<file path="config.mk">
export PLATFORM = sky130hd
export DESIGN_NAME = framed_packet_crc_check_ack_flat
export DESIGN_NICKNAME = d
export VERILOG_FILES = /design/src/fpca_pkg.sv /design/src/fpca_if.sv /design/src/framed_packet_crc_check_ack.sv /design/src/fpca_front.sv /design/src/fpca_queue.sv /design/src/fpca_back.sv /design/src/flat_wrapper.sv
export VERILOG_INCLUDE_DIRS = /design/src /design/src/src
export SDC_FILE = /design/constraint.sdc
export NUM_CORES = 1
export LEC_CHECK = 0
export ABC_AREA = 1
export BUFFER_PORTS_ARGS = -buffer_cell sky130_fd_sc_hd__clkbuf_2
export CORE_ASPECT_RATIO = 1.5
export CORE_UTILIZATION = 40
export CTS_BUF_LIST = sky130_fd_sc_hd__clkbuf_4
export DETAILED_ROUTE_END_ITERATION = 8
export GPL_ROUTABILITY_DRIVEN = 0
export SYNTH_ARGS = -nofsm -noshare
export SYNTH_HDL_FRONTEND = slang
export SYNTH_HIERARCHICAL = 1
export SYNTH_SLANG_ARGS = --single-unit
</file>
<file path="constraint.sdc">
create_clock -name i_clk -period 3.9 [get_ports i_clk]
set_input_delay 0.585 -clock i_clk [delete_from_list [all_inputs] [get_ports i_clk]]
set_output_delay 0.585 -clock i_clk [all_outputs]
set_load 0.05 [all_outputs]
</file>
<file path="src/framed_packet_crc_check_ack_defines.svh">
// Assertion macros used by the frame check ack generator.
// Depends on nothing; define NO_ASSERTIONS to compile the checks away.
`ifndef FRAMED_PACKET_CRC_CHECK_ACK_DEFINES_SVH
`define FRAMED_PACKET_CRC_CHECK_ACK_DEFINES_SVH

`ifndef NO_ASSERTIONS

`define FPCA_ASSERT_SAME(lbl, clk, rst_n, ante, cons, msg) \
    lbl: assert property (@(posedge clk) disable iff (!rst_n) (ante) |-> (cons)) \
        else $error(msg);

`define FPCA_ASSERT_NEXT(lbl, clk, rst_n, ante, cons, msg) \
    lbl: assert property (@(posedge clk) disable iff (!rst_n) (ante) |=> (cons)) \
        else $error(msg);

`else

`define FPCA_ASSERT_SAME(lbl, clk, rst_n, ante, cons, msg)

`define FPCA_ASSERT_NEXT(lbl, clk, rst_n, ante, cons, msg)

`endif

`endif

</file>
<file path="src/fpca_pkg.sv">
// Package for the frame check and acknowledge block.
// Holds shared constants, codes, the ack descriptor type and the CRC-16 byte step.
package fpca_pkg;

    localparam int PAYLOAD_BYTES_DEF   = 5;
    localparam int MAX_FRAME_BYTES_DEF = 8;
    localparam int ACK_QUEUE_DEPTH     = 2;

    localparam logic [15:0] CRC_INIT = 16'hFFFF;
    localparam logic [15:0] CRC_POLY = 16'h1021;
    localparam logic [15:0] CRC_TOP  = 16'h8000;

    typedef enum logic [7:0] {
        CFG_X_OFFSET = 8'd0,
        CFG_Y_OFFSET = 8'd1
    } t_cfg_reg;

    typedef enum logic [2:0] {
        ACK_SEQ    = 3'd0,
        ACK_X      = 3'd1,
        ACK_Y      = 3'd2,
        ACK_STATUS = 3'd3,
        ACK_CRC_LO = 3'd4,
        ACK_CRC_HI = 3'd5
    } t_ack_pos;

    typedef struct packed {
        logic [7:0] seq;
        logic [7:0] x;
        logic [7:0] y;
        logic       ok;
    } t_ack_desc;

    function automatic logic [15:0] crc16_byte(input logic [15:0] crc, input logic [7:0] b);
        logic [15:0] c;
        c = crc ^ {b, 8'h00};
        for (int k = 0; k < 8; k++) begin
            if ((c & CRC_TOP) != 16'h0000) begin
                c = (c << 1) ^ CRC_POLY;
            end else begin
                c = c << 1;
            end
        end
        return c;
    endfunction

endpackage

</file>
<file path="src/fpca_if.sv">
// Handshake interfaces for the received byte, ack byte and configuration channels.
// Depends on nothing.
interface fpca_rx_if;
    logic       valid;
    logic       ready;
    logic [7:0] rx_byte;
    logic       frame_end;

    modport source(output valid, rx_byte, frame_end, input ready);
    modport sink(input valid, rx_byte, frame_end, output ready);
endinterface

interface fpca_ack_if;
    logic       valid;
    logic       ready;
    logic [7:0] ack_byte;
    logic       ack_last;
    logic       packet_ok;

    modport source(output valid, ack_byte, ack_last, packet_ok, input ready);
    modport sink(input valid, ack_byte, ack_last, packet_ok, output ready);
endinterface

interface fpca_cfg_if;
    logic       valid;
    logic       ready;
    logic [7:0] index;
    logic [7:0] data;

    modport source(output valid, index, data, input ready);
    modport sink(input valid, index, data, output ready);
endinterface

</file>
<file path="src/framed_packet_crc_check_ack.sv">
// Top level of the frame check and acknowledge block.
// Depends on fpca_pkg, fpca_if, fpca_front, fpca_queue and fpca_back.
//
// Received frame bytes arrive one beat at a time on i_rx, with frame_end set on
// the last byte of a frame. A five-byte raw frame and an eight-byte checked frame
// (sequence, payload, CRC low, CRC high) each produce a six-byte ack on o_ack:
// sequence, X byte, Y byte, status, then the ack's own CRC-16, low byte first.
// Frames of any other length produce nothing. i_cfg writes the X and Y payload
// offsets; index 0 is the X offset, index 1 the Y offset, other indexes are ignored.
// The input takes one byte per cycle; the running CRC update fits in that cycle.
// The first ack beat is valid once its descriptor has passed the queue into the ack
// generator; the six ack beats follow one per cycle while o_ack.ready stays high.
// Up to two finished acks wait in a queue; the input stalls only while that queue
// is full, so a stalled receiver holds the ack bytes and eventually the input.
// Reset clears the byte count, sets the CRC to its initial value and the offsets
// to 0 and 1, and empties the queue; there is no clearing pass.
module framed_packet_crc_check_ack #(
    parameter int PAYLOAD_BYTES   = fpca_pkg::PAYLOAD_BYTES_DEF,
    parameter int MAX_FRAME_BYTES = fpca_pkg::MAX_FRAME_BYTES_DEF
) (
    input  logic        i_clk,
    input  logic        i_rst_n,
    fpca_rx_if.sink     i_rx,
    fpca_cfg_if.sink    i_cfg,
    fpca_ack_if.source  o_ack
);

    logic                w_push, w_full, w_q_valid, w_pop;
    fpca_pkg::t_ack_desc w_push_desc, w_q_desc;

    fpca_front #(
        .PAYLOAD_BYTES  (PAYLOAD_BYTES),
        .MAX_FRAME_BYTES(MAX_FRAME_BYTES)
    ) u_front (
        .i_clk  (i_clk),
        .i_rst_n(i_rst_n),
        .rx     (i_rx),
        .cfg    (i_cfg),
        .i_full (w_full),
        .o_push (w_push),
        .o_desc (w_push_desc)
    );

    fpca_queue u_queue (
        .i_clk  (i_clk),
        .i_rst_n(i_rst_n),
        .i_push (w_push),
        .i_data (w_push_desc),
        .o_full (w_full),
        .o_valid(w_q_valid),
        .o_data (w_q_desc),
        .i_pop  (w_pop)
    );

    fpca_back u_back (
        .i_clk  (i_clk),
        .i_rst_n(i_rst_n),
        .i_valid(w_q_valid),
        .i_desc (w_q_desc),
        .o_pop  (w_pop),
        .ack    (o_ack)
    );

endmodule

</file>
<file path="src/fpca_front.sv">
// Front end: takes frame bytes, keeps the running CRC, captures the bytes an ack needs
// and classifies each frame at its end. Depends on fpca_pkg and fpca_if.
module fpca_front #(
    parameter int PAYLOAD_BYTES   = fpca_pkg::PAYLOAD_BYTES_DEF,
    parameter int MAX_FRAME_BYTES = fpca_pkg::MAX_FRAME_BYTES_DEF
) (
    input  logic                i_clk,
    input  logic                i_rst_n,
    fpca_rx_if.sink             rx,
    fpca_cfg_if.sink            cfg,
    input  logic                i_full,
    output logic                o_push,
    output fpca_pkg::t_ack_desc o_desc
);

    localparam int CW = $clog2(MAX_FRAME_BYTES + PAYLOAD_BYTES + 4);
    localparam logic [CW-1:0] C_ZERO    = CW'(0);
    localparam logic [CW-1:0] C_ONE     = CW'(1);
    localparam logic [CW-1:0] C_PAY     = CW'(PAYLOAD_BYTES);
    localparam logic [CW-1:0] C_MAX     = CW'(MAX_FRAME_BYTES);
    localparam logic [CW-1:0] C_CRC_END = CW'(PAYLOAD_BYTES + 1);
    localparam logic [CW-1:0] C_RX_LO   = CW'(PAYLOAD_BYTES + 1);
    localparam logic [CW-1:0] C_RX_HI   = CW'(PAYLOAD_BYTES + 2);
    localparam logic [CW-1:0] C_CHK_LEN = CW'(PAYLOAD_BYTES + 3);

    logic [CW-1:0] r_count;
    logic [15:0]   r_crc;
    logic [2:0]    r_xoff;
    logic [2:0]    r_yoff;
    logic [7:0]    r_seq, r_x_raw, r_x_chk, r_y_raw, r_y_chk, r_rx_lo, r_rx_hi;

    logic [7:0]    n_seq, n_x_raw, n_x_chk, n_y_raw, n_y_chk, n_rx_lo, n_rx_hi;
    logic [15:0]   n_crc;
    logic [CW-1:0] n_len;
    logic [CW-1:0] w_x_raw_idx, w_x_chk_idx, w_y_raw_idx, w_y_chk_idx;
    logic          w_acc, w_raw, w_chk, w_crc_ok;
    logic [7:0]    w_b;

    assign cfg.ready = 1'b1;
    assign rx.ready  = !i_full;
    assign w_acc     = rx.valid && rx.ready;
    assign w_b       = rx.rx_byte;

    always_comb begin
        w_x_raw_idx = (CW'(r_xoff) >= C_PAY) ? (C_PAY - C_ONE) : CW'(r_xoff);
        w_y_raw_idx = (CW'(r_yoff) >= C_PAY) ? (C_PAY - C_ONE) : CW'(r_yoff);
        w_x_chk_idx = w_x_raw_idx + C_ONE;
        w_y_chk_idx = w_y_raw_idx + C_ONE;

        n_seq   = (r_count == C_ZERO)      ? w_b : r_seq;
        n_x_raw = (r_count == w_x_raw_idx) ? w_b : r_x_raw;
        n_x_chk = (r_count == w_x_chk_idx) ? w_b : r_x_chk;
        n_y_raw = (r_count == w_y_raw_idx) ? w_b : r_y_raw;
        n_y_chk = (r_count == w_y_chk_idx) ? w_b : r_y_chk;
        n_rx_lo = (r_count == C_RX_LO)     ? w_b : r_rx_lo;
        n_rx_hi = (r_count == C_RX_HI)     ? w_b : r_rx_hi;
        n_crc   = (r_count < C_CRC_END) ? fpca_pkg::crc16_byte(r_crc, w_b) : r_crc;
        n_len   = (r_count <= C_MAX) ? (r_count + C_ONE) : r_count;

        w_raw    = (n_len == C_PAY) && (n_len <= C_MAX);
        w_chk    = (n_len == C_CHK_LEN) && (n_len <= C_MAX);
        w_crc_ok = ({n_rx_hi, n_rx_lo} == n_crc);

        o_push = w_acc && rx.frame_end && (w_raw || w_chk);
        if (w_chk) begin
            o_desc.seq = n_seq;
            o_desc.x   = (w_x_chk_idx >= C_MAX) ? 8'h00 : n_x_chk;
            o_desc.y   = (w_y_chk_idx >= C_MAX) ? 8'h00 : n_y_chk;
            o_desc.ok  = w_crc_ok;
        end else begin
            o_desc.seq = 8'h00;
            o_desc.x   = (w_x_raw_idx >= C_MAX) ? 8'h00 : n_x_raw;
            o_desc.y   = (w_y_raw_idx >= C_MAX) ? 8'h00 : n_y_raw;
            o_desc.ok  = 1'b1;
        end
    end

    always_ff @(posedge i_clk) begin
        if (!i_rst_n) begin
            r_count <= C_ZERO;
            r_crc   <= fpca_pkg::CRC_INIT;
            r_xoff  <= 3'd0;
            r_yoff  <= 3'd1;
        end else begin
            if (cfg.valid) begin
                case (cfg.index)
                    fpca_pkg::CFG_X_OFFSET: r_xoff <= cfg.data[2:0];
                    fpca_pkg::CFG_Y_OFFSET: r_yoff <= cfg.data[2:0];
                    default: ;
                endcase
            end
            if (w_acc) begin
                if (rx.frame_end) begin
                    r_count <= C_ZERO;
                    r_crc   <= fpca_pkg::CRC_INIT;
                end else begin
                    r_count <= n_len;
                    r_crc   <= n_crc;
                end
            end
        end
    end

    always_ff @(posedge i_clk) begin
        if (w_acc) begin
            r_seq   <= n_seq;
            r_x_raw <= n_x_raw;
            r_x_chk <= n_x_chk;
            r_y_raw <= n_y_raw;
            r_y_chk <= n_y_chk;
            r_rx_lo <= n_rx_lo;
            r_rx_hi <= n_rx_hi;
        end
    end

endmodule

</file>
<file path="src/fpca_queue.sv">
// Short queue of ack descriptors between the front end and the ack generator.
// Depends on fpca_pkg.
module fpca_queue (
    input  logic                i_clk,
    input  logic                i_rst_n,
    input  logic                i_push,
    input  fpca_pkg::t_ack_desc i_data,
    output logic                o_full,
    output logic                o_valid,
    output fpca_pkg::t_ack_desc o_data,
    input  logic                i_pop
);

    localparam int DEPTH = fpca_pkg::ACK_QUEUE_DEPTH;
    localparam int AW    = $clog2(DEPTH);
    localparam int NW    = $clog2(DEPTH + 1);

    fpca_pkg::t_ack_desc r_q [DEPTH];
    logic [AW-1:0] r_wp, r_rp;
    logic [NW-1:0] r_cnt;

    assign o_full  = (r_cnt == NW'(DEPTH));
    assign o_valid = (r_cnt != NW'(0));
    assign o_data  = r_q[r_rp];

    always_ff @(posedge i_clk) begin
        if (!i_rst_n) begin
            r_wp  <= '0;
            r_rp  <= '0;
            r_cnt <= '0;
        end else begin
            if (i_push) begin
                r_wp <= (r_wp == AW'(DEPTH - 1)) ? '0 : r_wp + AW'(1);
            end
            if (i_pop) begin
                r_rp <= (r_rp == AW'(DEPTH - 1)) ? '0 : r_rp + AW'(1);
            end
            if (i_push && !i_pop) begin
                r_cnt <= r_cnt + NW'(1);
            end else if (i_pop && !i_push) begin
                r_cnt <= r_cnt - NW'(1);
            end
        end
    end

    always_ff @(posedge i_clk) begin
        if (i_push) begin
            r_q[r_wp] <= i_data;
        end
    end

endmodule

</file>
<file path="src/fpca_back.sv">
// Ack generator: sends the six ack bytes of one descriptor, computing the ack CRC
// one byte per beat. Depends on fpca_pkg, fpca_if and the assertion macro header.
`include "framed_packet_crc_check_ack_defines.svh"

module fpca_back (
    input  logic                i_clk,
    input  logic                i_rst_n,
    input  logic                i_valid,
    input  fpca_pkg::t_ack_desc i_desc,
    output logic                o_pop,
    fpca_ack_if.source          ack
);

    logic                r_busy;
    fpca_pkg::t_ack_desc r_desc;
    fpca_pkg::t_ack_pos  r_idx;
    logic [15:0]         r_crc;

    logic       w_acc, w_last;
    logic [7:0] w_byte;

    always_comb begin
        case (r_idx)
            fpca_pkg::ACK_SEQ:    w_byte = r_desc.seq;
            fpca_pkg::ACK_X:      w_byte = r_desc.x;
            fpca_pkg::ACK_Y:      w_byte = r_desc.y;
            fpca_pkg::ACK_STATUS: w_byte = {7'd0, !r_desc.ok};
            fpca_pkg::ACK_CRC_LO: w_byte = r_crc[7:0];
            fpca_pkg::ACK_CRC_HI: w_byte = r_crc[15:8];
            default:              w_byte = 8'h00;
        endcase
    end

    assign w_last        = (r_idx == fpca_pkg::ACK_CRC_HI);
    assign w_acc         = ack.valid && ack.ready;
    assign o_pop         = i_valid && (!r_busy || (w_acc && w_last));
    assign ack.valid     = r_busy;
    assign ack.ack_byte  = w_byte;
    assign ack.ack_last  = w_last;
    assign ack.packet_ok = r_desc.ok;

    always_ff @(posedge i_clk) begin
        if (!i_rst_n) begin
            r_busy <= 1'b0;
            r_idx  <= fpca_pkg::ACK_SEQ;
            r_crc  <= fpca_pkg::CRC_INIT;
        end else if (o_pop) begin
            r_busy <= 1'b1;
            r_idx  <= fpca_pkg::ACK_SEQ;
            r_crc  <= fpca_pkg::CRC_INIT;
        end else if (w_acc) begin
            if (w_last) begin
                r_busy <= 1'b0;
            end else begin
                r_idx <= fpca_pkg::t_ack_pos'(r_idx + 3'd1);
            end
            if (r_idx <= fpca_pkg::ACK_STATUS) begin
                r_crc <= fpca_pkg::crc16_byte(r_crc, w_byte);
            end
        end
    end

    always_ff @(posedge i_clk) begin
        if (o_pop) begin
            r_desc <= i_desc;
        end
    end

    `FPCA_ASSERT_NEXT(a_stall_holds, i_clk, i_rst_n, r_busy && !ack.ready, r_busy && $stable(r_idx) && $stable(r_crc), "Stalled ack beat moved.")
    `FPCA_ASSERT_NEXT(a_idle_after_ack, i_clk, i_rst_n, w_acc && w_last && !i_valid, !r_busy, "Ack generator stayed busy with no work.")
    `FPCA_ASSERT_NEXT(a_start_clean, i_clk, i_rst_n, o_pop, r_busy && (r_idx == fpca_pkg::ACK_SEQ) && (r_crc == fpca_pkg::CRC_INIT), "Ack did not start at its first byte.")

endmodule
</file>
<file path="src/flat_wrapper.sv">
// flat-port wrapper written by rule: the top's interface ports become plain ports
module framed_packet_crc_check_ack_flat 
#(
    parameter int PAYLOAD_BYTES   = fpca_pkg::PAYLOAD_BYTES_DEF,
    parameter int MAX_FRAME_BYTES = fpca_pkg::MAX_FRAME_BYTES_DEF
)
  (i_clk, i_rst_n, i_rx_valid, i_rx_rx_byte, i_rx_frame_end, i_rx_ready, i_cfg_valid, i_cfg_index, i_cfg_data, i_cfg_ready, o_ack_valid, o_ack_ack_byte, o_ack_ack_last, o_ack_packet_ok, o_ack_ready);
  fpca_rx_if i_rx_i ();
  fpca_cfg_if i_cfg_i ();
  fpca_ack_if o_ack_i ();
  input  logic i_clk;
  input  logic i_rst_n;
  input wire logic [$bits(i_rx_i.valid)-1:0] i_rx_valid;
  input wire logic [$bits(i_rx_i.rx_byte)-1:0] i_rx_rx_byte;
  input wire logic [$bits(i_rx_i.frame_end)-1:0] i_rx_frame_end;
  output wire logic [$bits(i_rx_i.ready)-1:0] i_rx_ready;
  input wire logic [$bits(i_cfg_i.valid)-1:0] i_cfg_valid;
  input wire logic [$bits(i_cfg_i.index)-1:0] i_cfg_index;
  input wire logic [$bits(i_cfg_i.data)-1:0] i_cfg_data;
  output wire logic [$bits(i_cfg_i.ready)-1:0] i_cfg_ready;
  output wire logic [$bits(o_ack_i.valid)-1:0] o_ack_valid;
  output wire logic [$bits(o_ack_i.ack_byte)-1:0] o_ack_ack_byte;
  output wire logic [$bits(o_ack_i.ack_last)-1:0] o_ack_ack_last;
  output wire logic [$bits(o_ack_i.packet_ok)-1:0] o_ack_packet_ok;
  input wire logic [$bits(o_ack_i.ready)-1:0] o_ack_ready;
  assign i_rx_i.valid = i_rx_valid;
  assign i_rx_i.rx_byte = i_rx_rx_byte;
  assign i_rx_i.frame_end = i_rx_frame_end;
  assign i_rx_ready = i_rx_i.ready;
  assign i_cfg_i.valid = i_cfg_valid;
  assign i_cfg_i.index = i_cfg_index;
  assign i_cfg_i.data = i_cfg_data;
  assign i_cfg_ready = i_cfg_i.ready;
  assign o_ack_valid = o_ack_i.valid;
  assign o_ack_ack_byte = o_ack_i.ack_byte;
  assign o_ack_ack_last = o_ack_i.ack_last;
  assign o_ack_packet_ok = o_ack_i.packet_ok;
  assign o_ack_i.ready = o_ack_ready;
  framed_packet_crc_check_ack #(.PAYLOAD_BYTES(PAYLOAD_BYTES), .MAX_FRAME_BYTES(MAX_FRAME_BYTES)) u_core (.i_clk(i_clk), .i_rst_n(i_rst_n), .i_rx(i_rx_i), .i_cfg(i_cfg_i), .o_ack(o_ack_i));
endmodule
</file>
After elaboration in Yosys (flattened, before gate mapping)

Memory sizes are Yosys's and may differ from the RTL's. A register that Yosys moved wholly into a read port is not among the register bits.
Index checks and enable logic that the tools add are counted.

Add/subtract/negate cells: 8
$lt $le $gt $ge: 10
Eq/ne operators: 16
Multiplexer cells: 72
Bitwise logic cells: 20
Reduce and logical (&&, ||, !) cells: 30

Operator list:

| operator              | number |
|---|---|
| $mux W16              | 30 |
| $mux W13              | 16 |
| $mux W8               | 11 |
| $not A3 Y3            | 16 |
| $pmux W8 S6           | 1 |
| $xor A16 B16 Y16      | 2 |
| $mux W25              | 1 |
| $eq A16 B16 Y1        | 1 |
| $eq A5 B3 Y1 const B  | 3 |
| $eq A5 B3 Y1          | 2 |
| $eq A5 B4 Y1          | 2 |
| $le A5 B4 Y1 const B  | 2 |
| $logic_and A1 B1 Y1   | 10 |
| $mux W5               | 2 |
| $reduce_and A2 Y1     | 5 |
| $add A3 B1 Y4 const B | 2 |
| $eq A8 B1 Y1 const B  | 1 |
| $ge A3 B4 Y1 const B  | 2 |
| $ge A4 B4 Y1 const B  | 2 |
| $logic_not A8 Y1      | 1 |
| $reduce_bool A2 Y1    | 4 |
| $mux W1               | 7 |
| $eq A3 B2 Y1 const B  | 2 |
| $eq A3 B3 Y1 const B  | 2 |
| other kinds (19)      | 29 |

Register bits: 107
Bits in writable memories: 50
Output and inout port bits: 13
Logic and storage cells: 174
Memories kept: 1

Memories:

| name               | words | width | read ports | clocked after memory_dff | write ports | RTL line         | text |
|---|---|---|---|---|---|---|---|
| u_core.u_queue.r_q | 2     | 25    | 1          | 1                        | 1           | fpca_queue.sv:18 | `fpca_pkg::t_ack_desc r_q [DEPTH];` |

Logic depth before layout (Yosys ltp)

Depth in word-level cells: 47
Mapped depth: 19

Modules after synthesis

The synthesis kept the hierarchy.

By module, submodules not included:

| module     | times used | cells an instance | area an instance (sq um) |
|---|---|---|---|
| fpca_front | 1          | 688               | 4986.0 |
| fpca_back  | 1          | 329               | 2523.7 |
| fpca_queue | 1          | 113               | 2137.0 |

Worst setup path after synthesis

No wires, ideal clock.

Path type: register -> register
From: reg u_core.u_queue.r_cnt[1]
To: reg u_core.u_front.r_rx_hi[0] (enable)
Setup time: 0.442 ns
Arrival: 2.799 ns
Required time: 3.458 ns
Path slack: 0.659 ns
Cell stages (with the launch flop): 7
Path buffers: 1
Clock period less this slack: 3.241 ns
Path through: dfxtp_1 > inv_1 > nor2_1 > inv_1 > nand2_1 > clkinv_1 > clkbuf_1

Longest elaborated chain between the ends: 3

RTL lines:

| item                     | RTL line                          | text |
|---|---|---|
| from (decl)              | fpca_queue.sv:20                  | `logic [NW-1:0] r_cnt;` |
| from (signal assigned)   | fpca_queue.sv:39                  | `r_cnt <= r_cnt + NW'(1);` |
| from (signal assigned)   | fpca_queue.sv:41                  | `r_cnt <= r_cnt - NW'(1);` |
| $eq A2 B2 Y1             | fpca_queue.sv:22                  | `assign o_full = (r_cnt == NW'(DEPTH));` |
| via u_core.w_full        | framed_packet_crc_check_ack.sv:28 | `logic w_push, w_full, w_q_valid, w_pop;` |
| $logic_not A1 Y1         | fpca_front.sv:40                  | `assign rx.ready = !i_full;` |
| via i_rx_ready           | flat_wrapper.sv:16                | `output wire logic [$bits(i_rx_i.ready)-1:0] i_rx_ready;` |
| $logic_and A1 B1 Y1      | fpca_front.sv:41                  | `assign w_acc = rx.valid && rx.ready;` |
| via u_core.u_front.w_acc | fpca_front.sv:36                  | `logic w_acc, w_raw, w_chk, w_crc_ok;` |
| to (signal assigned)     | fpca_front.sv:112                 | `r_rx_hi <= n_rx_hi;` |
| to (decl)                | fpca_front.sv:30                  | `logic [7:0] r_seq, r_x_raw, r_x_chk, r_y_raw, r_y_chk, r_rx_lo, r_rx_hi;` |

The timed path passes the listed nets, and every way through them passes these cells.
A chain may end at the register's enable or synchronous reset.

Worst setup path in the final report

From: reg u_core.u_back.r_idx[0]
To: out o_ack_ack_byte[7]

Longest elaborated chain between the ends: 2
Elaborated cells between the ends (all ways): 7
Classes of those cells: eq/ne: 5; mux: 1; reduce/logical: 1

RTL lines:

| item                                 | RTL line           | text |
|---|---|---|
| from (decl)                          | fpca_back.sv:16    | `fpca_pkg::t_ack_pos r_idx;` |
| from (signal assigned)               | fpca_back.sv:45    | `r_idx <= fpca_pkg::ACK_SEQ;` |
| from (signal assigned)               | fpca_back.sv:49    | `r_idx <= fpca_pkg::ACK_SEQ;` |
| from (signal assigned)               | fpca_back.sv:55    | `r_idx <= fpca_pkg::t_ack_pos'(r_idx + 3'd1);` |
| $eq A3 B3 Y1 (tied with other cells) | fpca_back.sv:23    | `case (r_idx)` |
| $pmux W8 S6 *                        | fpca_back.sv:23    |  |
| to (decl)                            | flat_wrapper.sv:22 | `output wire logic [$bits(o_ack_i.ack_byte)-1:0] o_ack_ack_byte;` |

Mark *: on every way between the ends. The rest lies on a longest branch, timed or not.

==> results.py <==
metrics = {
    "power_and_ir_drop": {
        "netSwitchingPower_mw": 2.34,
        "p_leak_nw": 4.70,
        "irDropWorstVdd_mv": 0.243,
        "p_comb_frac": 0.363,
        "cellPowerDensity_mw_per_mm2": 576,
        "switching_share": 0.392,
        "clkPwrFrac": 0.183,
        "p_int_mw": 3.63,
        "p_seq_frac": 0.454,
    },
    "clocking": {
        "clock_path_buffers": 2,
        "clk_pin_slew_ns": 0.15,
        "cts_root_buf": "clkbuf_4",
        "cts_tree": "yes",
        "htreeDepth": 4,
        "postCtsSetupBuffers": 0,
        "cts.sinks": 183,
        "postCtsHoldBufs": 0,
        "cts_made_buffers": 17,
        "insertion_delay_ns": 0.59,
        "postCtsResizedCells": 0,
    },
    "floorplan": {
        "io_pins": 43,
        "start_util": 0.408,
        "die_y_um": 192,
        "die_w_um": 129,
        "row_count": 69,
        "coreArea_mm2": 0.0237,
        "fp.dieArea_mm2": 0.0248,
    },
    "cells_and_area": {
        "final-seq-area_mm2": 0.00497,
        "final_common_cell": "nand2_1",
        "fillers": 2423,
        "area_growth_pct": 7.44,
        "finalNetCount": 1205,
        "layout_common_cells": "nand2_1 (375), edfxtp_1 (131), inv_1 (127)",
        "drive_gt1_frac": 0.137,
        "final_core_util": 0.438,
        "multi_input_area_mm2": 0.00392,
    },
    "logic_synthesis": {
        "synth_area_per_cell_um2": 8.54,
        "seq_area_frac_synth": 0.516,
        "synthDistinctLibCells": 42,
        "syn_nets": 1171,
        "ys_seq_elements": 183,
        "yosys_warnings": 6,
        "netlist_instances": 1130,
        "synth_area_mm2": 0.00965,
    },
    "hold_path": {
        "hold_class": "input pin to flop",
        "hold_end": "u_core/u_front/r_yoff[2]",
        "min_from": "i_cfg_data[2]",
        "hold_depth": 3,
    },
    "sta": {
        "rsz0062_at_grt": "no",
        "min_period_over_period": 0.789,
        "fin_skew_ns": 0.0301,
        "hold_viol": 0,
        "relSlewSlack": 0.373,
        "worstMarginPinSlew_ns": 0.941,
        "fin_ws_ns": 0.822,
        "final-max-slew-violation-count": 0,
        "timing.setup.tns_ns": 0,
        "setup_violations": 0,
        "fmax_ghz": 0.325,
        "period_needed_ns": 3.08,
    },
    "global_route": {
        "overflow": 0,
        "grt_pass1_wl_um": 34200,
        "grt_max_degree": 73,
        "grt_pass1_vias": 7052,
        "antenna_found_initial": 1,
        "grt_use_total": 0.180,
    },
    "detailed_routing": {
        "vias_per_cell": 4.90,
        "vias": 7337,
        "ant_nets": 0,
        "drt_iter0_markers": 334,
        "totalWireLength_um": 20700,
        "firstDrtPassIters": 5,
        "wire_per_inst_um": 13.9,
        "drc": 0,
    },
    "setup_path": {
        "critPathMaxFanout": 11,
        "crit_arrival_ns": 2.49,
        "slowest_delay_ns": 0.38,
        "r2r-start": "u_core/u_front/r_count[1]",
        "critPathMostFrequentCell": "inv_1",
        "worst-setup-path-type": "flop to output pin",
        "rr_endpoint": "u_core/u_queue/r_q[1][24]",
        "critPathTopFamily": "buffers and inverters",
        "endpoint_kind": "output pin",
        "rr_worst_depth": 12,
        "slowest_stage": "dfxtp_1",
        "cp-start-kind": "flop",
        "r2r_slack_ns": 0.85,
        "path_cells": "inv_1 -> ha_1 -> buf_4 -> inv_1 -> nor2_1 -> nand2_1 -> nand2_1 -> inv_1 -> nand2_2 -> clkbuf_2",
        "path_buf_inv": 5,
        "required_ns": 3.31,
    },
    "placed_design": {
        "hpwlAfterDp_um": 15000,
        "io_buffers": 36,
        "pre_cts_ws_ns": 0.849,
    },
    "flow_run": {
        "drv_cap": 0,
    },
    "run_status": {
        "status": "finished clean",
    },
}
kinds of logic after synthesis:
logic type,Yosys count,synth area share
muxes,25,0.0370
buffers and inverters,167,0.0778
DFF,183,0.516
adders and majority gates,11,0.0143
AOI/OAI and AO/OA,154,0.0878
xor gates and xnor gates,10,0.00908
and+or+nand+nor,579,0.258
other,1,0.000389
how the worst max path moves through the flow:
stage,start,endpoint,depth (start not counted)
after floorplan,u_core/u_queue/r_cnt[1],u_core/u_front/r_rx_hi[0],6
after global placement,u_core/u_front/r_count[1],u_core/u_queue/r_q[0][24],12
after detailed placement,u_core/u_front/r_count[1],u_core/u_queue/r_q[1][19],12
after CTS,u_core/u_back/r_idx[0],o_ack_ack_byte[7],10
after global routing,u_core/u_front/r_count[1],u_core/u_queue/r_q[1][24],12
final,u_core/u_back/r_idx[0],o_ack_ack_byte[7],10
tightest hold or removal path: stages:
cell	delay [ns]
clkbuf_2	0.09
o21ai_0	0.07
nor2_1	0.07
cells in the mapped netlist, drive strengths merged:
library cell / count / area [µm²]
nor2: 59 / 267
edfxtp: 131 / 3930
buf: 26 / 219
o211ai: 9 / 67.6
dfxtp: 52 / 1040
o21bai: 1 / 7.51
o2111ai: 2 / 23.8
nand2: 402 / 1590
nand3b: 8 / 60.1
mux2: 25 / 357
xnor2: 2 / 17.5
or2: 4 / 25.0
a211oi: 1 / 7.51
inv: 135 / 509
xor2: 8 / 70.1
ha: 11 / 138
nor3: 3 / 20.0
a21oi: 42 / 210
conb: 1 / 3.75
nand4: 5 / 37.5
o21a: 8 / 60.1
clkbuf: 5 / 18.8
clkinv: 1 / 3.75
o21ai: 91 / 470
nand3: 97 / 485
nor3b: 1 / 7.51
per-layer routing:
metal  routed length (µm)  share of wire  global-route usage
met3                  668          0.032              0.0340
met1                 8600           0.41               0.196
met5                    0              0                   0
met2                10700           0.52               0.330
met4                  774          0.037              0.0891
flip-flops by register name, indices dropped and copies added, names as in the netlist, 8 cells and up, named ones only:
name	flops
u_core/u_back/r_crc	16
u_core/u_back/r_desc	24
u_core/u_front/r_crc	16
u_core/u_front/r_rx_hi	8
u_core/u_front/r_rx_lo	8
u_core/u_front/r_seq	8
u_core/u_front/r_x_chk	8
u_core/u_front/r_x_raw	8
u_core/u_front/r_y_chk	8
u_core/u_front/r_y_raw	8
u_core/u_queue/r_q	50
final cells by class:
cell class                      count  share of cell area
Sequential cell                   183               0.480
Multi-Input combinational cell    780               0.379
Inverter                          136              0.0495
Tap cell                          319              0.0385
Timing Repair Buffer               46              0.0246
Clock inverter                     15              0.0163
Clock buffer                       17              0.0123
Antenna cell                        1            0.000241
metrics by stage:
stage / power, mW / cell area [µm²] / hold WS (ns) / cells
2_1_floorplan: 4.47 / 9650 / 0.423 / 1130
3_3_place_gp: 4.90 / 10100 / 0.445 / 1464
3_5_place_dp: 4.94 / 10100 / 0.446 / 1464
4_1_cts: 6.04 / 10400 / 0.205 / 1496
5_1_grt: 6.42 / 10400 / 0.242 / 1497
6_report: 5.97 / 10400 / 0.262 / 1497
power groups by stage:
stage	clock network (mW)	logic, mW	registers, mW
finish	1.09	2.17	2.71
global route	1.21	2.46	2.75
CTS	1.14	2.19	2.71
detailed placement	0	2.18	2.76
global placement	0	2.16	2.74
floorplan	0	1.73	2.73
Note: power is estimated with default switching activity, not from simulation.
